<file path="src/rtl/nect_pkg.sv">
package nect_pkg;

    // Default sizes
    localparam int SLOTS_DEF      = 32;
    localparam int NAME_BYTES_DEF = 32;
    localparam int ROOT_BITS_DEF  = 32;

    // Request codes
    localparam logic [1:0] OP_ADD    = 2'd0;
    localparam logic [1:0] OP_LOOKUP = 2'd1;
    localparam logic [1:0] OP_REMOVE = 2'd2;

    // Status codes
    localparam logic [1:0] ST_OK        = 2'd0;
    localparam logic [1:0] ST_DUPLICATE = 2'd1;
    localparam logic [1:0] ST_FULL      = 2'd2;
    localparam logic [1:0] ST_NOT_FOUND = 2'd3;

    // Request word
    typedef struct packed {
        logic [1:0]  op;
        logic [63:0] key_word0;
        logic [63:0] key_word1;
        logic [63:0] key_word2;
        logic [63:0] key_word3;
        logic [7:0]  entry_kind;
        logic [31:0] root_page;
    } t_req;

    // Result word
    typedef struct packed {
        logic [1:0]  status;
        logic [7:0]  found_kind;
        logic [31:0] found_root;
        logic [5:0]  active_count;
    } t_rsp;

    // Sequencer states
    typedef enum logic [1:0] {
        S_IDLE,
        S_COMPARE,
        S_UPDATE
    } t_state;

    // Strobes from the sequencer to every cell
    typedef struct packed {
        logic compare;
        logic write;
        logic clear;
    } t_ctl;

    // Priority and readout chain between neighboring cells
    typedef struct packed {
        logic        hit_seen;
        logic        free_seen;
        logic [7:0]  kind;
        logic [63:0] root;
    } t_link;

endpackage

</file>
<file path="src/rtl/nect_cell.sv">
module nect_cell #(
    parameter int KEY_BITS  = 8 * nect_pkg::NAME_BYTES_DEF,
    parameter int ROOT_BITS = nect_pkg::ROOT_BITS_DEF
) (
    input  logic                 i_clk,
    input  logic                 i_rst_n,
    input  nect_pkg::t_ctl       i_ctl,
    input  logic [KEY_BITS-1:0]  i_key,
    input  logic [7:0]           i_kind,
    input  logic [ROOT_BITS-1:0] i_root,
    input  nect_pkg::t_link      i_link,
    output nect_pkg::t_link      o_link
);

    logic                 r_valid;
    logic                 r_match;
    logic [KEY_BITS-1:0]  r_key;
    logic [7:0]           r_kind;
    logic [ROOT_BITS-1:0] r_root;

    logic sel_hit;
    logic sel_free;

    // First match and first free slot: no cell below has claimed it
    assign sel_hit  = r_match && !i_link.hit_seen;
    assign sel_free = !r_valid && !i_link.free_seen;

    // Pass priority and selected entry data to the next cell
    always_comb begin
        o_link.hit_seen  = i_link.hit_seen | r_match;
        o_link.free_seen = i_link.free_seen | !r_valid;
        o_link.kind      = i_link.kind | (sel_hit ? r_kind : 8'd0);
        o_link.root      = i_link.root | (sel_hit ? 64'(r_root) : 64'd0);
    end

    // Valid bit and match flag
    always_ff @(posedge i_clk) begin
        if (!i_rst_n) begin
            r_valid <= 1'b0;
            r_match <= 1'b0;
        end else begin
            if (i_ctl.compare) begin
                r_match <= r_valid && (r_key == i_key);
            end
            if (i_ctl.write && sel_free) begin
                r_valid <= 1'b1;
            end else if (i_ctl.clear && sel_hit) begin
                r_valid <= 1'b0;
            end
        end
    end

    // Entry payload
    always_ff @(posedge i_clk) begin
        if (i_ctl.write && sel_free) begin
            r_key  <= i_key;
            r_kind <= i_kind;
            r_root <= i_root;
        end
    end

endmodule

</file>
<file path="config.mk">
export PLATFORM = sky130hd
export DESIGN_NAME = nect_cell
export DESIGN_NICKNAME = d
export VERILOG_FILES = /design/src/rtl/nect_pkg.sv /design/src/rtl/nect_cell.sv
export SDC_FILE = /design/constraint.sdc
export NUM_CORES = 1
export LEC_CHECK = 0
export BUFFER_PORTS_ARGS = -buffer_cell sky130_fd_sc_hd__buf_2
export CORE_AREA = 2 2 173 175
export CTS_CLUSTER_SIZE = 14
export DETAILED_ROUTE_END_ITERATION = 16
export DIE_AREA = 0 0 175 177
export PLACE_DENSITY = 0.81
export SKIP_LAST_GASP = 1
export SLEW_MARGIN = 15
export SYNTH_ARGS = -nofsm -noshare
export SYNTH_HDL_FRONTEND = slang
export SYNTH_SLANG_ARGS = --single-unit
</file>
<file path="constraint.sdc">
create_clock -name i_clk -period 51.6 [get_ports i_clk]
set_input_delay 5.16 -clock i_clk [delete_from_list [all_inputs] [get_ports i_clk]]
set_output_delay 5.16 -clock i_clk [all_outputs]
set_load 0.1 [all_outputs]
</file>
==> results of run 1 <==
cell usage after synthesis, types with 5 or more instances:
cell type  instances  area share [%]
nor4_1            31             1.5
o22ai_1           11            0.53
xor2_1            78             5.3
inv_1             53             1.5
nand2b_1          63             3.0
o2111ai_1         20             1.4
edfxtp_1         296              69
buf_4             32             1.9
a2111oi_0         21             1.4
clkbuf_1           5            0.15
nor2b_1           84             4.1
a2111o_1           7            0.61
nand4_1           28             1.4
a21o_1            40             2.3
xnor2_1           58             3.9
routing by layer:
metal  vias to the layer above  routed length [µm]  global-route usage (%)
met1                      4054               13710                   26.32
met2                       389               16600                   35.74
met4                        14                 950                   7.326
met3                        83                2978                   6.443
met5                         -                  94                       0
li1                       4008                   -                       -
layout make-up:
cell class / instances / area [µm²] / area share (%)
Timing Repair Buffer: 389 / 1972 / 12.19
Antenna cell: 11 / 27.53 / 0.1702
Clock buffer: 43 / 915.9 / 5.662
Inverter: 58 / 217.7 / 1.346
Multi-Input combinational cell: 473 / 3536 / 21.86
Tap cell: 390 / 488.0 / 3.017
Sequential cell: 298 / 8929 / 55.20
Clock inverter: 15 / 90.09 / 0.5569
state kept, by name, summed over array words and instances, names as in the netlist:
signal and cells:
r_root 32, r_match 1, r_kind 8, r_key 256
r_valid 1
per-stage QoR:
step / util (%) / hold WS, ps / instance area, µm² / setup WS, ps / power [µW]
3_5_place_dp: 51.78 / 593.9 / 15140 / 40020 / 347.4
4_1_cts: 55.22 / 602.8 / 16150 / 40010 / 568.1
2_1_floorplan: - / 455.4 / 12930 / 23850 / 340.7
3_3_place_gp: 51.78 / 573.2 / 15140 / 40090 / 345.6
5_1_grt: 55.29 / 647.0 / 16170 / 39930 / 583.3
6_report: 55.31 / 597.6 / 16180 / 40000 / 562.9
power breakdown:
part / total, µW / switching [µW] / internal, µW
combinational: 58.7 / 36.8 / 21.9
clock: 220 / 94.2 / 126
sequential: 284 / 4.27 / 280
total: 563 / 135 / 428
final timing paths:
check | startpoint | end | slack (ps) | cells after the start
setup / recovery | i_link[73] | o_link[11] | 40000 | 5
hold / removal | r_valid | r_valid | 600 | 2
setup reg to reg | r_key[147] | r_match | 48840 | 6
hold reg to reg | r_valid | r_valid | 600 | 2
worst min-delay path, delay by kind of cell, from the launching register on:
kind               cells  cell delay (ps)
DFF                    1              350
AOI/OAI and AO/OA      1              140
and+or+nand+nor        1               60
cells by family after synthesis:
| family | after synthesis | synth area share (%) |
|---|---|---|
| buffers and inverters | 95 | 3.686 |
| XOR/XNOR | 136 | 9.210 |
| flip-flops | 298 | 69.03 |
| AND/OR/NAND/NOR | 223 | 10.85 |
| AO/OA/AOI/OAI | 114 | 7.217 |
==> impl_metrics.toml, run 1 <==
[run_status]
outcome = "complete, but fails checks"
violations = "max-capacitance violations"

[yosys]
ys_warn_count = 0
synthArstFlopShare_pct = 0
syn-instance-count = 866
synth_area_per_cell_um2 = 14.93
ys.flop_type = "edfxtp_1"
synth_edf_count = 296
ys_ff_latch = 298
synth_cell_types = 38
ys_seq_area_share_pct = 69.03
syn_nets = 1241
syn_area_um2 = 12930

[timing]
max-slew-margin-rel_pct = 3.136
finalCritPeriodShare_pct = 22.49
timing.setup.tns_ps = 0
fmax_mhz = 86.17
setup_viol = 0
finalHoldViolations = 0
finalCriticalPeriod_ps = 11610
final.setup_skew_ps = 16.02
report.final.slew_viol_count = 0
tightest_slew_ps = 1416
rsz0062_at_grt = "no"

[floorplan]
die_w_um = 175
core_area_um2 = 29240
io_pins = 449
rows = 63
die_h_um = 177
start_util_pct = 44.23
die_area_um2 = 30980

[setup_path]
crit_chain = "buf_2 -> nor2b_2 -> buf_4 -> a21o_1 -> buf_2"
startpoint_type = "input pin"
cp_slowest_cell = "buf_2"
cp_top_family = "buffers and inverters"
crit_fanout = 38
cpMostUsedCell = "buf_2"
worstSetupPathType = "in2out"
worst-path-buf-inv = 3
end_kind = "primary output"
crit_required_ps = 46440
cp.arrival_ps = 6440
cp_slowest_stage_delay_ps = 430

[power_and_ir_drop]
p_leak_uw = 0.006344
power_density_nw_per_um2 = 34.80
peakVddDrop_mv = 0.03010

[job]
cap_violations = 1

[route]
detail_route.first_pass.iterations = 5
drt-vias-per-instance = 5.097
drt_iter0_drc = 659
drc = 0
wirelength_mm = 34.34
ant_nets = 0
vias = 8548
wl_per_cell_um = 20.47

[grt]
grt_pass1_wl_mm = 49.55
grt_pass1_vias = 8510
grt_max_degree = 146
grt_overflow = 0
grt_usage_pct = 21.30
antenna_found_initial = 22

[finish]
fin_cells = 1677
layout_common_cells = "buf_2 (384), edfxtp_1 (296), nor2b_1 (83), xor2_1 (78), nand2b_1 (63)"
drive_above_1_share_pct = 34.72
num-fill-cells = 2389
layout_commonest_cell = "buf_2"
area_growth_pct = 25.07
fin_nets = 1629

[cts]
cts_made_buffers = 34
cts_resized = 0
clk_latency_ps = 510
clockBufferDepth = 3
htreeDepth = 2
cts_hold_buf = 0
cts_tree = "yes"
cts-root-buf = "clkbuf_16"
path_clk_slew_ps = 60
post-cts-setup-buffer-count = 0
clock-sinks = 298

[placed_design]
dp_cells = 1608
hpwl_mm = 26.91
port-buffer-count = 384
place_congestion = 0.8605

[hold_path]
hold_class = "reg2reg"
No activity file was read; power rests on OpenSTA's default activity.
==> run 2: changes to the inputs <==
--- a/config.mk
+++ b/config.mk
@@ -6,10 +6,10 @@
 export NUM_CORES = 1
 export LEC_CHECK = 0
 export BUFFER_PORTS_ARGS = -buffer_cell sky130_fd_sc_hd__buf_2
-export CORE_AREA = 2 2 173 175
+export CORE_AREA = 2 2 174 176
 export CTS_CLUSTER_SIZE = 14
 export DETAILED_ROUTE_END_ITERATION = 16
-export DIE_AREA = 0 0 175 177
+export DIE_AREA = 0 0 176 178
 export PLACE_DENSITY = 0.81
 export SKIP_LAST_GASP = 1
 export SLEW_MARGIN = 15
==> constraint.sdc (replaced) <==
create_clock -name i_clk -period 10.7 [get_ports i_clk]
set_input_delay 1.07 -clock i_clk [delete_from_list [all_inputs] [get_ports i_clk]]
set_output_delay 1.07 -clock i_clk [all_outputs]
set_load 0.1 [all_outputs]
==> run 2 against run 1 <==
Net effect:
- the run now ends clean
- clock skew grew 8.5 ps
- first-iteration DRC count is 8.6% higher
- clock power rose to 4.5 times the previous value
- sequential power rose to 4.8 times the previous value
- non-clock buffer count decreased by 1
- via count unchanged
- highest routed layer unchanged
- global-route usage up 0.18 points
- power rose to 4.7 times the previous value
- die area is 1.1% higher
- final area down 0.46%
- critical endpoint is now r_key[65]
- setup slack worse by 33000 ps
==> impl_metrics.toml, run 2 (synthesized netlist as in run 1, its figures left out) <==
[placed_design]
placed_cell_area_um2 = 15140
port-buffer-count = 384
place_congestion = 0.8322
place_ws_ps = 6552
hpwl_mm = 27.93

[setup_path]
startpoint_type = "input pin"
crit_required_ps = 10870
cp.arrival_ps = 3830
crit_fanout = 161
worstSetupPathType = "in2reg"
end_kind = "flip-flop"

[route]
wl_per_cell_um = 21.14
vias = 8548
detail_route.first_pass.iterations = 4
ant_nets = 0
wirelength_mm = 35.45
drt-vias-per-instance = 5.097
drc = 0
drt_iter0_drc = 716

[floorplan]
start_util_pct = 43.99
die_w_um = 176
die_h_um = 178
die_area_um2 = 31330
core_area_um2 = 29400
rows = 63
io_pins = 449

[power_and_ir_drop]
finalPower_uw = 2648
seq_power_share_pct = 51.7
power.share.switching_pct = 24.25
power_frac_comb_pct = 10.8
p_leak_uw = 0.006298
clock_power_share_pct = 37.5
switchingPower_uw = 642.1
power_density_nw_per_um2 = 164.4
peakVddDrop_mv = 0.1177
p_int_uw = 2006

[finish]
fin_nets = 1625
regMostFlops = "r_key"
layout_common_cells = "buf_2 (384), edfxtp_1 (296), nor2b_1 (83), xor2_1 (78), nand2b_1 (63)"
final_core_util_pct = 54.76
drive_above_1_share_pct = 34.54
area_growth_pct = 24.48
largest_reg_flops = 256
layout_commonest_cell = "buf_2"
top_regs = "r_key x256, r_root x32, r_kind x8"
fin_area_um2 = 16100

[hold_path]
hold_class = "reg2reg"

[grt]
grt_max_degree = 162
antenna_found_initial = 23
grt_pass1_wl_mm = 49.79
grt_pass1_vias = 8629
grt_overflow = 0
grt_usage_pct = 21.48

[timing]
fmax_mhz = 273.2
finalHoldViolations = 0
setup_ws_ps = 7039
final.setup_skew_ps = 24.49
finalCritPeriodShare_pct = 34.21
max-slew-margin-rel_pct = 28.85
setup_viol = 0
finalCriticalPeriod_ps = 3661
timing.setup.tns_ps = 0
report.final.slew_viol_count = 0
rsz0062_at_grt = "no"
tightest_slew_ps = 1040

[cts]
clockBufferDepth = 3
cts_tree = "yes"
clk_latency_ps = 570
clock-sinks = 298
cts_resized = 0
htreeDepth = 1
cts_made_buffers = 31
path_clk_slew_ps = 60
cts-root-buf = "clkbuf_16"
post-cts-setup-buffer-count = 0
cts_hold_buf = 0

[run_status]
outcome = "complete, no violations"

[job]
cap_violations = 0
run 2: power groups by stage:
stage,Clock (µW),Combinational [µW],Sequential [µW]
2_1_floorplan,0,215,1400
3_3_place_gp,0,278,1390
3_5_place_dp,0,285,1390
4_1_cts,1020,287,1370
5_1_grt,1060,306,1370
6_report,993,285,1370
run 2: cell type report:
cell class                      count  area, µm²
Inverter                           58      217.7
Sequential cell                   298       8929
Clock inverter                     22      136.4
Fill cell                        2429      13300
Tap cell                          390      488.0
Timing Repair Buffer              388       1964
Multi-Input combinational cell    473       3542
Antenna cell                       13      32.53
Clock buffer                       35      790.8
run 2: metal layers:
layer,wire length (µm),track usage (%),vias to the layer above
met5,89,0,-
met3,3662,7.694,81
li1,-,-,4002
met4,1034,6.371,16
met2,17180,36.73,371
met1,13480,25.61,4078
run 2: through the flow:
stage	hold WS, ps	std cells
after floorplan	455.4	866
after global placement	587.0	1607
after detailed placement	601.5	1607
after CTS	612.2	1664
after global routing	634.3	1671
final	609.5	1677
run 2: critical path, cell delays in order:
cell	delay, ps
buf_2	120
nor3b_4	160
buf_4	710
buf_4	790
buf_12	640
run 2: final timing paths:
path,start,endpoint,slack (ps),depth (start not counted)
min,r_valid,r_valid,610,2
max,i_link[72],r_key[65],7040,5
min reg2reg,r_valid,r_valid,610,2
max reg2reg,r_valid,r_key[65],7280,4
==> run 3: changes to the inputs <==
--- a/config.mk
+++ b/config.mk
@@ -5,12 +5,13 @@
 export SDC_FILE = /design/constraint.sdc
 export NUM_CORES = 1
 export LEC_CHECK = 0
+export ABC_AREA = 1
 export BUFFER_PORTS_ARGS = -buffer_cell sky130_fd_sc_hd__buf_2
-export CORE_AREA = 2 2 174 176
+export CORE_AREA = 2 2 173 175
 export CTS_CLUSTER_SIZE = 14
 export DETAILED_ROUTE_END_ITERATION = 16
-export DIE_AREA = 0 0 176 178
-export PLACE_DENSITY = 0.81
+export DIE_AREA = 0 0 175 177
+export PLACE_DENSITY = 0.84
 export SKIP_LAST_GASP = 1
 export SLEW_MARGIN = 15
 export SYNTH_ARGS = -nofsm -noshare
==> constraint.sdc (replaced) <==
create_clock -name i_clk -period 3.7 [get_ports i_clk]
set_input_delay 0.37 -clock i_clk [delete_from_list [all_inputs] [get_ports i_clk]]
set_output_delay 0.37 -clock i_clk [all_outputs]
set_load 0.1 [all_outputs]
==> run 3 against run 2 <==
Net effect:
- hold slack worse by 580 ps
- synthesized cell count up 52%
- count of clock-buffer cells in the layout up 11
- largest power group unchanged
- routed wire length down 2.5%
- sequential share of layout area down 3.2 points
- largest cell class unchanged
- combinational power rose to 3.1 times the previous value
- critical endpoint is now o_link[67]
==> impl_metrics.toml, run 3 <==
[run_status]
outcome = "complete, no violations"

[power_and_ir_drop]
peakVddDrop_mv = 0.4494
p_leak_uw = 0.007652
power_density_nw_per_um2 = 470.3
finalPower_uw = 8038

[setup_path]
cp_slowest_stage_delay_ps = 870
cp_slowest_cell = "clkinv_1"
cpMostUsedCell = "buf_2"
crit_chain = "buf_2 -> clkinv_1 -> a31o_2 -> buf_2"
worstSetupPathType = "in2out"
crit_fanout = 41
end_kind = "primary output"
cp.arrival_ps = 2190
crit_required_ps = 3330
startpoint_type = "input pin"

[cts]
htreeDepth = 2
path_clk_slew_ps = 60
clockBufferDepth = 3
clock-sinks = 298
cts_hold_buf = 0
cts-root-buf = "clkbuf_16"
cts_tree = "yes"
post-cts-setup-buffer-count = 0
clk_latency_ps = 510
cts_resized = 0
cts_made_buffers = 35

[route]
vias = 10310
wl_per_cell_um = 16.26
wirelength_mm = 34.58
ant_nets = 0
drt_iter0_drc = 794
drc = 0
detail_route.first_pass.iterations = 5
drt-vias-per-instance = 4.849

[floorplan]
die_h_um = 177
rows = 63
core_area_um2 = 29240
die_area_um2 = 30980
io_pins = 449
start_util_pct = 47.09
die_w_um = 175

[timing]
fmax_mhz = 390.4
finalCritPeriodShare_pct = 69.24
final.setup_skew_ps = 21.10
rsz0062_at_grt = "no"
setup_viol = 0
report.final.slew_viol_count = 0
max-slew-margin-rel_pct = 22.13
tightest_slew_ps = 1161
finalCriticalPeriod_ps = 2562
finalHoldViolations = 0
setup_ws_ps = 1138

[yosys]
ys_seq_area_share_pct = 64.83
synth_common_cells = "nand2_1 (318), edfxtp_1 (296), inv_1 (205)"
synthArstFlopShare_pct = 0
ys_warn_count = 0
syn_area_um2 = 13770
synth_cell_types = 25
ys_ff_latch = 298
syn_nets = 1693
syn-instance-count = 1318
yosys.area.top_type_share_pct = 64.54
ys.flop_type = "edfxtp_1"
synth_area_per_cell_um2 = 10.45
synth_top_area_cell = "edfxtp_1"
synth_edf_count = 296
synth_area_leaders = "edfxtp_1 (65%), nand2_1 (8.7%), inv_1 (5.6%)"
yosys.cell_count.top_type = "nand2_1"

[finish]
drive_above_1_share_pct = 28.89
top_regs = "r_key x256, r_root x32, r_kind x8"
largest_reg_flops = 256
num-fill-cells = 2392
regMostFlops = "r_key"
fin_nets = 2077
layout_common_cells = "buf_2 (384), nand2_1 (317), edfxtp_1 (296), inv_1 (203), nor2_1 (196)"
area_growth_pct = 24.09
layout_commonest_cell = "buf_2"

[job]
cap_violations = 0

[grt]
antenna_found_initial = 9
grt_overflow = 0
grt_pass1_wl_mm = 52.27
grt_pass1_vias = 10410
grt_usage_pct = 21.51
grt_max_degree = 128

[placed_design]
port-buffer-count = 384
place_congestion = 0.8394
place_ws_ps = 1237
hpwl_mm = 26.10

[hold_path]
hold_class = "in2reg"
## run 3: worst max-delay path, delay by kind of cell
family                 cells  cell delay, ps
buffers and inverters      3            1250
AOI/OAI and AO/OA          1             540
## run 3: cells by family (layout without fill, tap and decap cells)
logic type	count (synthesis)	count (layout)	synth area share, %
compound gates	108	108	5.133
xor+xnor	97	97	6.169
buf+inv	253	662	7.768
flops	298	298	64.83
other cells	0	9	0
simple gates	562	562	16.10
## run 3: area by class of cell
cell class	count	area [µm²]	area share [%]
antenna	9	22.52	0.1318
clock buffer	46	969.7	5.674
clock inverter	16	95.09	0.5564
inverter	212	808.3	4.729
multi-input combinational	767	3789	22.17
sequential	298	8929	52.24
tap	390	488.0	2.855
timing repair buffer	388	1989	11.64
## run 3: worst paths after layout
path,startpoint,to,slack (ps),depth (start not counted)
worst max-delay path,i_link[73],o_link[67],1140,4
worst min-delay path,i_kind[5],r_kind[5],30,1
worst max register to register,r_key[196],r_match,2000,10
worst min register to register,r_valid,r_valid,560,2
## run 3: routing by layer
layer	global-route usage (%)	part of all wire, %	wire length [µm]	vias to the layer above
met1	23.59	36	12580	4736
met4	10.80	4.6	1606	2
met5	0	0.026	9	-
met3	6.121	8.4	2890	130
met2	38.21	51	17490	424
li1	-	-	-	5017
## run 3: report_power, final
part / switching [µW] / total [µW] / internal, µW
combinational: 570 / 885 / 315
sequential: 63.0 / 3960 / 3900
clock: 1330 / 3190 / 1860
## run 3: per-stage QoR
| step | instances | TNS [ps] | util (%) | hold WS (ps) | cell area, µm² |
|---|---|---|---|---|---|
| finish | 2126 | 0 | 58.44 | 32.42 | 17090 |
| global route | 2124 | 0 | 58.42 | 12.86 | 17090 |
| CTS | 2117 | 0 | 58.36 | 10.57 | 17070 |
| detailed placement | 2055 | 0 | 54.72 | 548.1 | 16000 |
| global placement | 2055 | 0 | 54.72 | 547.0 | 16000 |
| floorplan | 1318 | -460030 | - | 468.9 | 13800 |
